### config.mk
export PLATFORM = sky130hd
export DESIGN_NAME = prime_factorizer
export DESIGN_NICKNAME = d
export VERILOG_FILES = /design/src/rtl/core/pf_pkg.sv /design/src/rtl/core/prime_factorizer.sv /design/src/rtl/core/pf_divider.sv /design/src/rtl/core/pf_sequencer.sv
export SDC_FILE = /design/constraint.sdc
export NUM_CORES = 2
export LEC_CHECK = 0
export ABC_CLOCK_PERIOD_IN_PS = 24200
export BUFFER_PORTS_ARGS = -buffer_cell sky130_fd_sc_hd__clkbuf_2
export CAP_MARGIN = 20
export CORE_UTILIZATION = 40
export CTS_CLUSTER_DIAMETER = 80
export DETAILED_ROUTE_END_ITERATION = 8
export GPL_ROUTABILITY_DRIVEN = 0
export GPL_TIMING_DRIVEN = 0
export MAX_ROUTING_LAYER = met4
export PLACE_DENSITY = 0.6
export SLEW_MARGIN = 10
export SYNTH_ARGS = -nofsm -noshare
export SYNTH_HDL_FRONTEND = slang
export SYNTH_SLANG_ARGS = --single-unit
### constraint.sdc
create_clock -name i_clk -period 24.2 [get_ports i_clk]
set_input_delay 4.84 -clock i_clk [delete_from_list [all_inputs] [get_ports i_clk]]
set_output_delay 4.84 -clock i_clk [all_outputs]
set_load 0.005 [all_outputs]
### src/rtl/core/pf_pkg.sv
// pf_pkg: shared types and constants for the prime factorizer.
// Holds the microcode control word, status bundle and jump conditions.
// No dependencies.
`timescale 1ns / 1ps

package pf_pkg;

    localparam int VALUE_BITS    = 32;  // input and prime field width
    localparam int EXP_BITS      = 5;   // exponent field width
    localparam int OUT_DATA_BITS = 40;  // prime + exponent, padded to bytes
    localparam int ADDR_BITS     = 4;

    typedef logic [ADDR_BITS-1:0] t_addr;
    typedef logic [EXP_BITS-1:0]  t_exp;

    // jump conditions of a microcode step
    typedef enum logic [2:0] {
        C_NEXT      = 3'd0,
        C_ALWAYS    = 3'd1,
        C_NO_ITEM   = 3'd2,
        C_REM_LT2   = 3'd3,
        C_SQ_GT_REM = 3'd4,
        C_DIV_BUSY  = 3'd5,
        C_DIV_REM_NZ = 3'd6,
        C_POW_ZERO  = 3'd7
    } t_cond;

    typedef struct packed {
        logic  take;        // offer input ready, load item on accept
        logic  sq;          // register divisor squared
        logic  clr_pow;     // clear exponent count
        logic  div_start;   // start trial division
        logic  div_commit;  // remainder <= quotient, exponent + 1
        logic  wheel;       // advance to next trial divisor
        logic  post;        // new factor into pending slot
        logic  post_rem;    // pending source: remainder rather than divisor
        logic  flush;       // pending result out, flagged last
        logic  none;        // no-factor result out
        logic  wait_out;    // hold step while output register is full
        t_cond cond;
        t_addr target;
    } t_cw;

    typedef struct packed {
        logic no_item;
        logic rem_lt2;
        logic sq_gt_rem;
        logic div_busy;
        logic div_rem_nz;
        logic pow_zero;
        logic out_full;
    } t_status;

endpackage

### src/rtl/core/prime_factorizer.sv
// prime_factorizer: top level, datapath around the microcode sequencer.
// Depends on pf_pkg, pf_sequencer and pf_divider.
//
// Usage: one unsigned value enters on the slave stream (i_s_*). Its distinct
// prime factors leave on the master stream (o_m_*) in ascending order, each
// with its exponent; tlast marks the final item of a value. Values 0 and 1
// give a single item with tuser (has_factor) low and tlast high.
// Trial divisors are 2, 3, then 6k-1 / 6k+1, tried while divisor squared
// does not exceed the remainder; a leftover remainder is the last prime.
// Each trial divisor runs the bit-serial divider (one quotient bit a cycle)
// plus the squaring and test steps; each division that succeeds runs the
// divider again with the quotient. Worst case (a large prime near 2^32) is
// roughly 21845 trial divisors. One value is worked on at a time; ready is
// high only at the idle step, which may overlap a result still waiting in
// the output register. A stalled receiver holds the output item and stops
// the sequencer at its next emitting step. Synchronous reset returns the
// sequencer to idle and empties the output and pending registers.
`timescale 1ns / 1ps

module prime_factorizer
    import pf_pkg::*;
#(
    parameter int VALUE_WIDTH = 32
) (
    input  logic                     i_clk,
    input  logic                     i_rst_n,
    input  logic                     i_s_tvalid,
    output logic                     o_s_tready,
    input  logic [VALUE_BITS-1:0]    i_s_tdata,   // [31:0] value_in
    output logic                     o_m_tvalid,
    input  logic                     i_m_tready,
    output logic [OUT_DATA_BITS-1:0] o_m_tdata,   // [31:0] prime_factor, [36:32] exponent
    output logic                     o_m_tuser,   // [0] has_factor
    output logic                     o_m_tlast    // is_last
);

    localparam int W = (VALUE_WIDTH < VALUE_BITS) ? VALUE_WIDTH : VALUE_BITS;

    t_cw     cw;
    logic    fire;
    t_status status;
    logic    accept;

    logic         div_busy;
    logic [W-1:0] div_q;
    logic [W-1:0] div_r;

    logic [W-1:0]   r_rem;
    logic [W-1:0]   r_div;
    logic [2*W-1:0] r_sq;
    t_exp           r_pow;
    logic           r_phase;

    // one result held back so the last one can be flagged
    logic           r_pend_valid;
    logic [W-1:0]   r_pend_prime;
    t_exp           r_pend_exp;

    logic                  r_out_valid;
    logic [VALUE_BITS-1:0] r_out_prime;
    t_exp                  r_out_exp;
    logic                  r_out_has;
    logic                  r_out_last;

    pf_sequencer u_seq (
        .i_clk    (i_clk),
        .i_rst_n  (i_rst_n),
        .i_status (status),
        .o_cw     (cw),
        .o_fire   (fire)
    );

    pf_divider #(
        .W (W)
    ) u_div (
        .i_clk       (i_clk),
        .i_rst_n     (i_rst_n),
        .i_start     (fire && cw.div_start),
        .i_dividend  (r_rem),
        .i_divisor   (r_div),
        .o_busy      (div_busy),
        .o_quotient  (div_q),
        .o_remainder (div_r)
    );

    assign o_s_tready = cw.take;
    assign accept     = i_s_tvalid && cw.take;

    always_comb begin
        status.no_item    = !i_s_tvalid;
        status.rem_lt2    = (r_rem < W'(2));
        status.sq_gt_rem  = (r_sq > (2*W)'(r_rem));
        status.div_busy   = div_busy;
        status.div_rem_nz = |div_r;
        status.pow_zero   = (r_pow == '0);
        status.out_full   = r_out_valid;
    end

    always_ff @(posedge i_clk) begin
        if (!i_rst_n) begin
            r_rem        <= '0;
            r_div        <= W'(2);
            r_pow        <= '0;
            r_phase      <= 1'b0;
            r_pend_valid <= 1'b0;
            r_out_valid  <= 1'b0;
        end else begin
            if (r_out_valid && i_m_tready)
                r_out_valid <= 1'b0;
            if (accept) begin
                r_rem   <= i_s_tdata[W-1:0];
                r_div   <= W'(2);
                r_pow   <= '0;
                r_phase <= 1'b0;
            end
            if (fire) begin
                if (cw.sq)
                    r_sq <= r_div * r_div;
                if (cw.clr_pow)
                    r_pow <= '0;
                if (cw.div_commit) begin
                    r_rem <= div_q;
                    r_pow <= r_pow + t_exp'(1);
                end
                if (cw.wheel) begin
                    if (r_div == W'(2)) begin
                        r_div <= W'(3);
                    end else if (r_div == W'(3)) begin
                        r_div   <= W'(5);
                        r_phase <= 1'b0;
                    end else begin
                        r_div   <= r_div + (r_phase ? W'(4) : W'(2));
                        r_phase <= !r_phase;
                    end
                end
                if (cw.post) begin
                    if (r_pend_valid) begin
                        r_out_valid <= 1'b1;
                        r_out_prime <= VALUE_BITS'(r_pend_prime);
                        r_out_exp   <= r_pend_exp;
                        r_out_has   <= 1'b1;
                        r_out_last  <= 1'b0;
                    end
                    r_pend_valid <= 1'b1;
                    r_pend_prime <= cw.post_rem ? r_rem : r_div;
                    r_pend_exp   <= cw.post_rem ? t_exp'(1) : r_pow;
                end
                if (cw.flush) begin
                    r_out_valid  <= 1'b1;
                    r_out_prime  <= VALUE_BITS'(r_pend_prime);
                    r_out_exp    <= r_pend_exp;
                    r_out_has    <= 1'b1;
                    r_out_last   <= 1'b1;
                    r_pend_valid <= 1'b0;
                end
                if (cw.none) begin
                    r_out_valid <= 1'b1;
                    r_out_prime <= '0;
                    r_out_exp   <= '0;
                    r_out_has   <= 1'b0;
                    r_out_last  <= 1'b1;
                end
            end
        end
    end

    assign o_m_tvalid = r_out_valid;
    assign o_m_tdata  = {(OUT_DATA_BITS - VALUE_BITS - EXP_BITS)'(0), r_out_exp, r_out_prime};
    assign o_m_tuser  = r_out_has;
    assign o_m_tlast  = r_out_last;

`ifndef SYNTHESIS
    // a new value never finds a result left over from the previous one
    a_idle_pend_empty: assert property (@(posedge i_clk) disable iff (!i_rst_n)
        accept |-> !r_pend_valid)
        else $error("pending result present at input accept");

    // a flush, the last item of a value that has factors, always comes from a held result
    a_flush_has_pend: assert property (@(posedge i_clk) disable iff (!i_rst_n)
        (fire && cw.flush) |-> r_pend_valid)
        else $error("flush with no pending result");

    // quotient is only taken from a finished, exact division
    a_commit_exact: assert property (@(posedge i_clk) disable iff (!i_rst_n)
        (fire && cw.div_commit) |-> (!div_busy && div_r == '0))
        else $error("commit of unfinished or inexact division");

    // divisor never drops below two, so the divider never sees 0 or 1
    a_divisor_ge2: assert property (@(posedge i_clk) disable iff (!i_rst_n)
        r_div >= W'(2))
        else $error("trial divisor below two");
`endif

endmodule

### src/rtl/core/pf_divider.sv
// pf_divider: restoring divider, one quotient bit per cycle.
// Outputs hold while idle.
// Depends on nothing.
`timescale 1ns / 1ps

module pf_divider #(
    parameter int W = 32
) (
    input  logic         i_clk,
    input  logic         i_rst_n,
    input  logic         i_start,
    input  logic [W-1:0] i_dividend,
    input  logic [W-1:0] i_divisor,
    output logic         o_busy,
    output logic [W-1:0] o_quotient,
    output logic [W-1:0] o_remainder
);

    localparam int CNT_BITS = $clog2(W + 1);

    logic [W-1:0]        r_q;
    logic [W-1:0]        r_r;
    logic [W-1:0]        r_d;
    logic [CNT_BITS-1:0] r_cnt;
    logic                r_busy;

    logic [W:0] shifted;
    logic [W:0] diff;

    always_comb begin
        shifted = {r_r, r_q[W-1]};
        diff    = shifted - {1'b0, r_d};
    end

    always_ff @(posedge i_clk) begin
        if (!i_rst_n) begin
            r_busy <= 1'b0;
            r_cnt  <= '0;
        end else if (i_start) begin
            r_q    <= i_dividend;
            r_r    <= '0;
            r_d    <= i_divisor;
            r_cnt  <= CNT_BITS'(W);
            r_busy <= 1'b1;
        end else if (r_busy) begin
            // partial remainder stays below the divisor, so W bits suffice
            if (!diff[W]) begin
                r_r <= diff[W-1:0];
                r_q <= {r_q[W-2:0], 1'b1};
            end else begin
                r_r <= shifted[W-1:0];
                r_q <= {r_q[W-2:0], 1'b0};
            end
            r_cnt  <= r_cnt - CNT_BITS'(1);
            r_busy <= (r_cnt != CNT_BITS'(1));
        end
    end

    assign o_busy      = r_busy;
    assign o_quotient  = r_q;
    assign o_remainder = r_r;

endmodule

### src/rtl/core/pf_sequencer.sv
// pf_sequencer: step counter, microcode ROM and jump logic.
// Issues one control word per step; depends on pf_pkg.
`timescale 1ns / 1ps

module pf_sequencer
    import pf_pkg::*;
(
    input  logic    i_clk,
    input  logic    i_rst_n,
    input  t_status i_status,
    output t_cw     o_cw,
    output logic    o_fire
);

    localparam t_addr A_IDLE   = t_addr'(0);
    localparam t_addr A_TEST   = t_addr'(2);
    localparam t_addr A_DIVIDE = t_addr'(4);
    localparam t_addr A_WAIT   = t_addr'(5);
    localparam t_addr A_NOFAC  = t_addr'(8);
    localparam t_addr A_WHEEL  = t_addr'(10);
    localparam t_addr A_TAIL   = t_addr'(11);
    localparam t_addr A_FLUSH  = t_addr'(13);
    localparam t_addr A_NONE   = t_addr'(14);

    function automatic t_cw uc_rom(input t_addr a);
        t_cw cw;
        cw = '0;
        cw.cond   = C_NEXT;
        cw.target = A_IDLE;
        case (a)
            4'd0: begin cw.take = 1'b1; cw.cond = C_NO_ITEM; cw.target = A_IDLE; end
            4'd1: begin cw.cond = C_REM_LT2; cw.target = A_NONE; end
            4'd2: begin cw.sq = 1'b1; cw.clr_pow = 1'b1; end
            4'd3: begin cw.cond = C_SQ_GT_REM; cw.target = A_TAIL; end
            4'd4: begin cw.div_start = 1'b1; end
            4'd5: begin cw.cond = C_DIV_BUSY; cw.target = A_WAIT; end
            4'd6: begin cw.cond = C_DIV_REM_NZ; cw.target = A_NOFAC; end
            4'd7: begin cw.div_commit = 1'b1; cw.cond = C_ALWAYS; cw.target = A_DIVIDE; end
            4'd8: begin cw.cond = C_POW_ZERO; cw.target = A_WHEEL; end
            4'd9: begin cw.post = 1'b1; cw.wait_out = 1'b1; end
            4'd10: begin cw.wheel = 1'b1; cw.cond = C_ALWAYS; cw.target = A_TEST; end
            4'd11: begin cw.cond = C_REM_LT2; cw.target = A_FLUSH; end
            4'd12: begin
                cw.post = 1'b1; cw.post_rem = 1'b1; cw.wait_out = 1'b1;
            end
            4'd13: begin
                cw.flush = 1'b1; cw.wait_out = 1'b1;
                cw.cond = C_ALWAYS; cw.target = A_IDLE;
            end
            4'd14: begin
                cw.none = 1'b1; cw.wait_out = 1'b1;
                cw.cond = C_ALWAYS; cw.target = A_IDLE;
            end
            default: begin cw.cond = C_ALWAYS; cw.target = A_IDLE; end
        endcase
        return cw;
    endfunction

    t_addr r_pc;
    t_addr n_pc;
    t_cw   cw;
    logic  jump;
    logic  stall;

    always_comb begin
        cw    = uc_rom(r_pc);
        stall = cw.wait_out && i_status.out_full;
        unique case (cw.cond)
            C_NEXT:       jump = 1'b0;
            C_ALWAYS:     jump = 1'b1;
            C_NO_ITEM:    jump = i_status.no_item;
            C_REM_LT2:    jump = i_status.rem_lt2;
            C_SQ_GT_REM:  jump = i_status.sq_gt_rem;
            C_DIV_BUSY:   jump = i_status.div_busy;
            C_DIV_REM_NZ: jump = i_status.div_rem_nz;
            C_POW_ZERO:   jump = i_status.pow_zero;
            default:      jump = 1'b0;
        endcase
        if (stall)
            n_pc = r_pc;
        else if (jump)
            n_pc = cw.target;
        else
            n_pc = r_pc + t_addr'(1);
    end

    always_ff @(posedge i_clk) begin
        if (!i_rst_n) begin
            r_pc <= A_IDLE;
        end else begin
            r_pc <= n_pc;
        end
    end

    assign o_cw   = cw;
    assign o_fire = !stall;

endmodule

==> flow_summary.toml, run 1 <==
[run_status]
status = "stopped before the end"
error_line = "[ERROR DRT-0255] Maze Route cannot find path of net i_clk in worker of routeBox ( 289800 0 ) ( 337355 48300 )."
haltStage = "detailed routing"

[yosys]
synthTopCellsByArea = "fa_1 35%, edfxtp_1 16%, ha_1 10%, inv_1 8.9%, nand2_1 3.8%"
synth_cells = 4693
yosys.area.top_type_share_pct = 35.3
synth_edf_count = 235
yosysWarnings = 0
synth.cell_area_um2 = 45000
ys_seq_area_share_pct = 19.4
synth_most_common_cell = "inv_1"
ys_ff_latch = 318
syn_area_per_cell_um2 = 9.59
synth_flop_cell = "edfxtp_1"
synthArstFlopShare_pct = 0
ys_types = 87
synth.largest_area_cell = "fa_1"
ys_top_cells_by_count = "1071 x inv_1, 794 x fa_1, 456 x nand2_1"

[die]
die_y_um = 337
ios = 80
start_util_pct = 40.5
num_rows = 122
die_w_um = 337

[global_routing]
grt.total_usage_pct = 27.1
grt_pass1_vias = 35233
grt.overflow.total = 0
antenna_found_initial = 12
grt_max_degree = 38
grt_pass1_wl_mm = 221

[cts]
cts-root-buf = "clkbuf_16"
cts_resized = 0
cts_buffers = 37
hold_buffers = 0
cts_buffer_depth = 3
numClockSinks = 318
htree_levels = 2
postCtsSetupBuffers = 0

[placement]
postPlaceCellArea_um2 = 47600
io_buffers = 76
dpl.hpwl_mm = 120
place_ws_ns = 13.15
[metal layers]
metal  track usage [%]
met1              34.3
met2              40.4
met3              7.28
met4              12.7
met5                 -
[per-stage QoR]
stage | utilization [%] | instances
floorplan | - | 4695
global placement | 42.5 | 6259
detailed placement | 42.8 | 6281
CTS | 43.9 | 6349
global route | 44.0 | 6360
[cells by family after synthesis]
logic type / after synthesis / share of synthesized area (%)
AO/OA/AOI/OAI: 571 / 8.15
flip-flops: 318 / 19.4
other: 1 / 0.00834
buffers and inverters: 1289 / 10.9
XOR/XNOR: 133 / 2.59
adder cells (fa/ha/maj): 1165 / 45.7
multiplexers: 37 / 0.843
AND/OR/NAND/NOR: 1179 / 12.5
==> run 2, diff against run 1 <==
--- a/config.mk
+++ b/config.mk
@@ -8,13 +8,11 @@
 export ABC_CLOCK_PERIOD_IN_PS = 24200
 export BUFFER_PORTS_ARGS = -buffer_cell sky130_fd_sc_hd__clkbuf_2
 export CAP_MARGIN = 20
-export CORE_UTILIZATION = 40
-export CTS_CLUSTER_DIAMETER = 80
+export CORE_UTILIZATION = 25
 export DETAILED_ROUTE_END_ITERATION = 8
 export GPL_ROUTABILITY_DRIVEN = 0
 export GPL_TIMING_DRIVEN = 0
-export MAX_ROUTING_LAYER = met4
-export PLACE_DENSITY = 0.6
+export PLACE_DENSITY_LB_ADDON = 0.15
 export SLEW_MARGIN = 10
 export SYNTH_ARGS = -nofsm -noshare
 export SYNTH_HDL_FRONTEND = slang
==> run 2 against run 1 <==
  * Global-route usage down 8.0 points
  * Synthesized cell count unchanged
  * Area after synthesis unchanged
  * The flow now finishes without violations
==> flow_summary.toml, run 2 <==
[yosys]
synthTopCellsByArea = "fa_1 35%, edfxtp_1 16%, ha_1 10%, inv_1 8.9%, nand2_1 3.8%"
synthXorXnorAreaFrac_pct = 2.59
ys_top_cells_by_count = "1071 x inv_1, 794 x fa_1, 456 x nand2_1"
syn_area_per_cell_um2 = 9.59
synth.largest_area_cell = "fa_1"
yosys.area.top_type_share_pct = 35.3
ys_seq_area_share_pct = 19.4
synth_cells = 4693
ys_types = 87
synth_compound_area_share_pct = 8.15
synthAdderAreaFrac_pct = 45.7
synthArstFlopShare_pct = 0
muxShareOfSynthArea_pct = 0.843
ys_ff_latch = 318
synth.cell_area_um2 = 45000
synth_most_common_cell = "inv_1"
synth_top_family_by_area = "adder cells"
synth_flop_cell = "edfxtp_1"
synth-simple-area-share_pct = 12.5
synth_edf_count = 235
yosysWarnings = 0

[power_and_ir_drop]
p_sw_mw = 0.599
seqPwrFrac_pct = 39.8
ir_drop_mv = 0.0486
p_comb_share_pct = 26.1
p_leak_nw = 24.5
power_density_nw_per_um2 = 34.6
p_int_mw = 1.13
switching_share_pct = 34.6
p_clk_share_pct = 34.1

[worst_hold_path]
hold_path_class = "reg -> reg"
worstHoldStart = "r_pend_valid$_SDFFE_PN0P_"

[detailed_routing]
routed_wl_mm = 172
wire_per_inst_um = 23.8
drtPass1Iterations = 5
via_per_inst = 4.60
detail-route-antenna-nets = 0
route.detailed.drc = 0
vias = 33230
drtIter0Drc = 2530

[layout]
stdcell_area_um2 = 50000
syn_to_final_growth_pct = 11.2
final_common_cell = "inv_1"
drive_gt1_share_pct = 4.68
largest_reg_flops = 63
mostFrequentLayoutCells = "1071 x inv_1, 794 x fa_1, 456 x nand2_1"
layout.nets = 6040
top_register = "r_sq"
multi_input_area_um2 = 31400
num-fill-cells = 19132
seqCellArea_um2 = 8720

[setup_path]
worst_setup_path_end_kind = "flip-flop"
cp_slowest_cell = "clkbuf_1"
path_max_fanout = 10
slowest_delay_ns = 0.89
cp.arrival_ns = 12.43
reg2reg_from = "r_div[25]$_SDFF_PN0_"
crit_top_cell = "fa_1"
worstPathRequired_ns = 24.55
startpoint_type = "flip-flop"
critPathLaunch = "r_div[25]$_SDFF_PN0_"
worstSetupPathType = "reg -> reg"

[sta]
setup_violations = 0
whs_ns = 0.480
fin_crit_sh_pct = 49.9
fmaxAchievable_mhz = 82.8
fin_ws_ns = 12.13
final_max_slew_viol_count = 0
tightest_slew_ns = 1.32
clock_skew_ns = 0.0470
hold_viol_final = 0
slew_headroom_pct = 12.1
rsz0062_at_grt = "false"
fin_tns_setup_ns = 0
fin_crit_ns = 12.07

[die]
num_rows = 155
start_util_pct = 25.2
core_area_um2 = 179000
ios = 80
die_w_um = 426
die_area_um2 = 182000
die_y_um = 426

[cts]
cts_tree = "done"
cts.clk_slew.worst_paths_ns = 0.07
cts_resized = 0
cts_buffer_depth = 3
cts-root-buf = "clkbuf_16"
cts_buffers = 39
postCtsSetupBuffers = 0
numClockSinks = 318
htree_levels = 2
hold_buffers = 0
insertion_delay_ns = 0.62

[placement]
io_buffers = 76
place_ws_ns = 12.39
dpl.hpwl_mm = 143
postPlaceCellArea_um2 = 48800

[global_routing]
grt.overflow.total = 0
grt.total_usage_pct = 19.1
grt_pass1_vias = 35249
grt_pass1_wl_mm = 251
grt_max_degree = 32
antenna_found_initial = 13

[job]
drv_cap = 0

[run_status]
status = "complete, no violations"
==> run 2: cell counts after synthesis <==
No cell type changed its count.
==> run 2: power groups by stage <==
stage          combinational [mW]  clock [mW]  sequential (mW)
2_1_floorplan               0.307           0            0.687
3_3_place_gp                0.436           0            0.708
3_5_place_dp                0.450           0            0.700
4_1_cts                     0.451       0.605            0.689
5_1_grt                     0.499       0.623            0.694
6_report                    0.451       0.590            0.689
==> run 2: kinds of logic (layout without fill, tap and decap cells) <==
kind of cell	after synthesis	in the layout
xor gates and xnor gates	133	133
DFF	318	318
adders and majority gates	1165	1165
AOI/OAI and AO/OA	571	571
other	1	10
and+or+nand+nor	1179	1179
muxes	37	37
buffers and inverters	1289	1461
==> run 2: stage by stage <==
stage / instances / utilization (%) / total power [mW]
3_5_place_dp: 7152 / 27.3 / 1.15
2_1_floorplan: 4695 / - / 0.994
4_1_cts: 7221 / 28.0 / 1.74
5_1_grt: 7222 / 28.0 / 1.82
3_3_place_gp: 7126 / 27.1 / 1.14
6_report: 7229 / 28.0 / 1.73
==> run 2: final cells by class <==
type	instances	area share, %
Clock buffer	51	2.14
Inverter	1079	8.10
Sequential cell	318	17.4
Clock inverter	18	0.300
Tap cell	2355	5.89
Multi-Input combinational cell	3088	62.8
Antenna cell	7	0.0350
Buffer	210	1.74
Timing Repair Buffer	103	1.57
==> run 2: final timing paths <==
path | endpoint | slack (ns) | cells past startpoint
setup / recovery | r_sq[60]$_DFFE_PP_ | 12.13 | 30
hold / removal | r_pend_valid$_SDFFE_PN0P_ | 0.48 | 2
setup reg to reg | r_sq[60]$_DFFE_PP_ | 12.13 | 30
hold reg to reg | r_pend_valid$_SDFFE_PN0P_ | 0.48 | 2
==> run 2: critical path: cells and delay by family, from the launching register on <==
kind                       cells  cell delay, ns
and+or+nand+nor                7            1.77
DFF                            1            0.70
adders and majority gates      9            4.52
AOI/OAI and AO/OA              4            1.75
buffers and inverters         10            3.02
==> run 2: per-layer routing <==
layer | GRT usage (%) | up-vias | routed length (um)
li1 | - | 14919 | -
met1 | 27.0 | 17051 | 78000
met2 | 31.1 | 1046 | 79600
met3 | 2.09 | 210 | 9500
met4 | 4.70 | 4 | 4610
met5 | 0 | - | 27
Note: power is estimated with default switching activity, not from simulation.
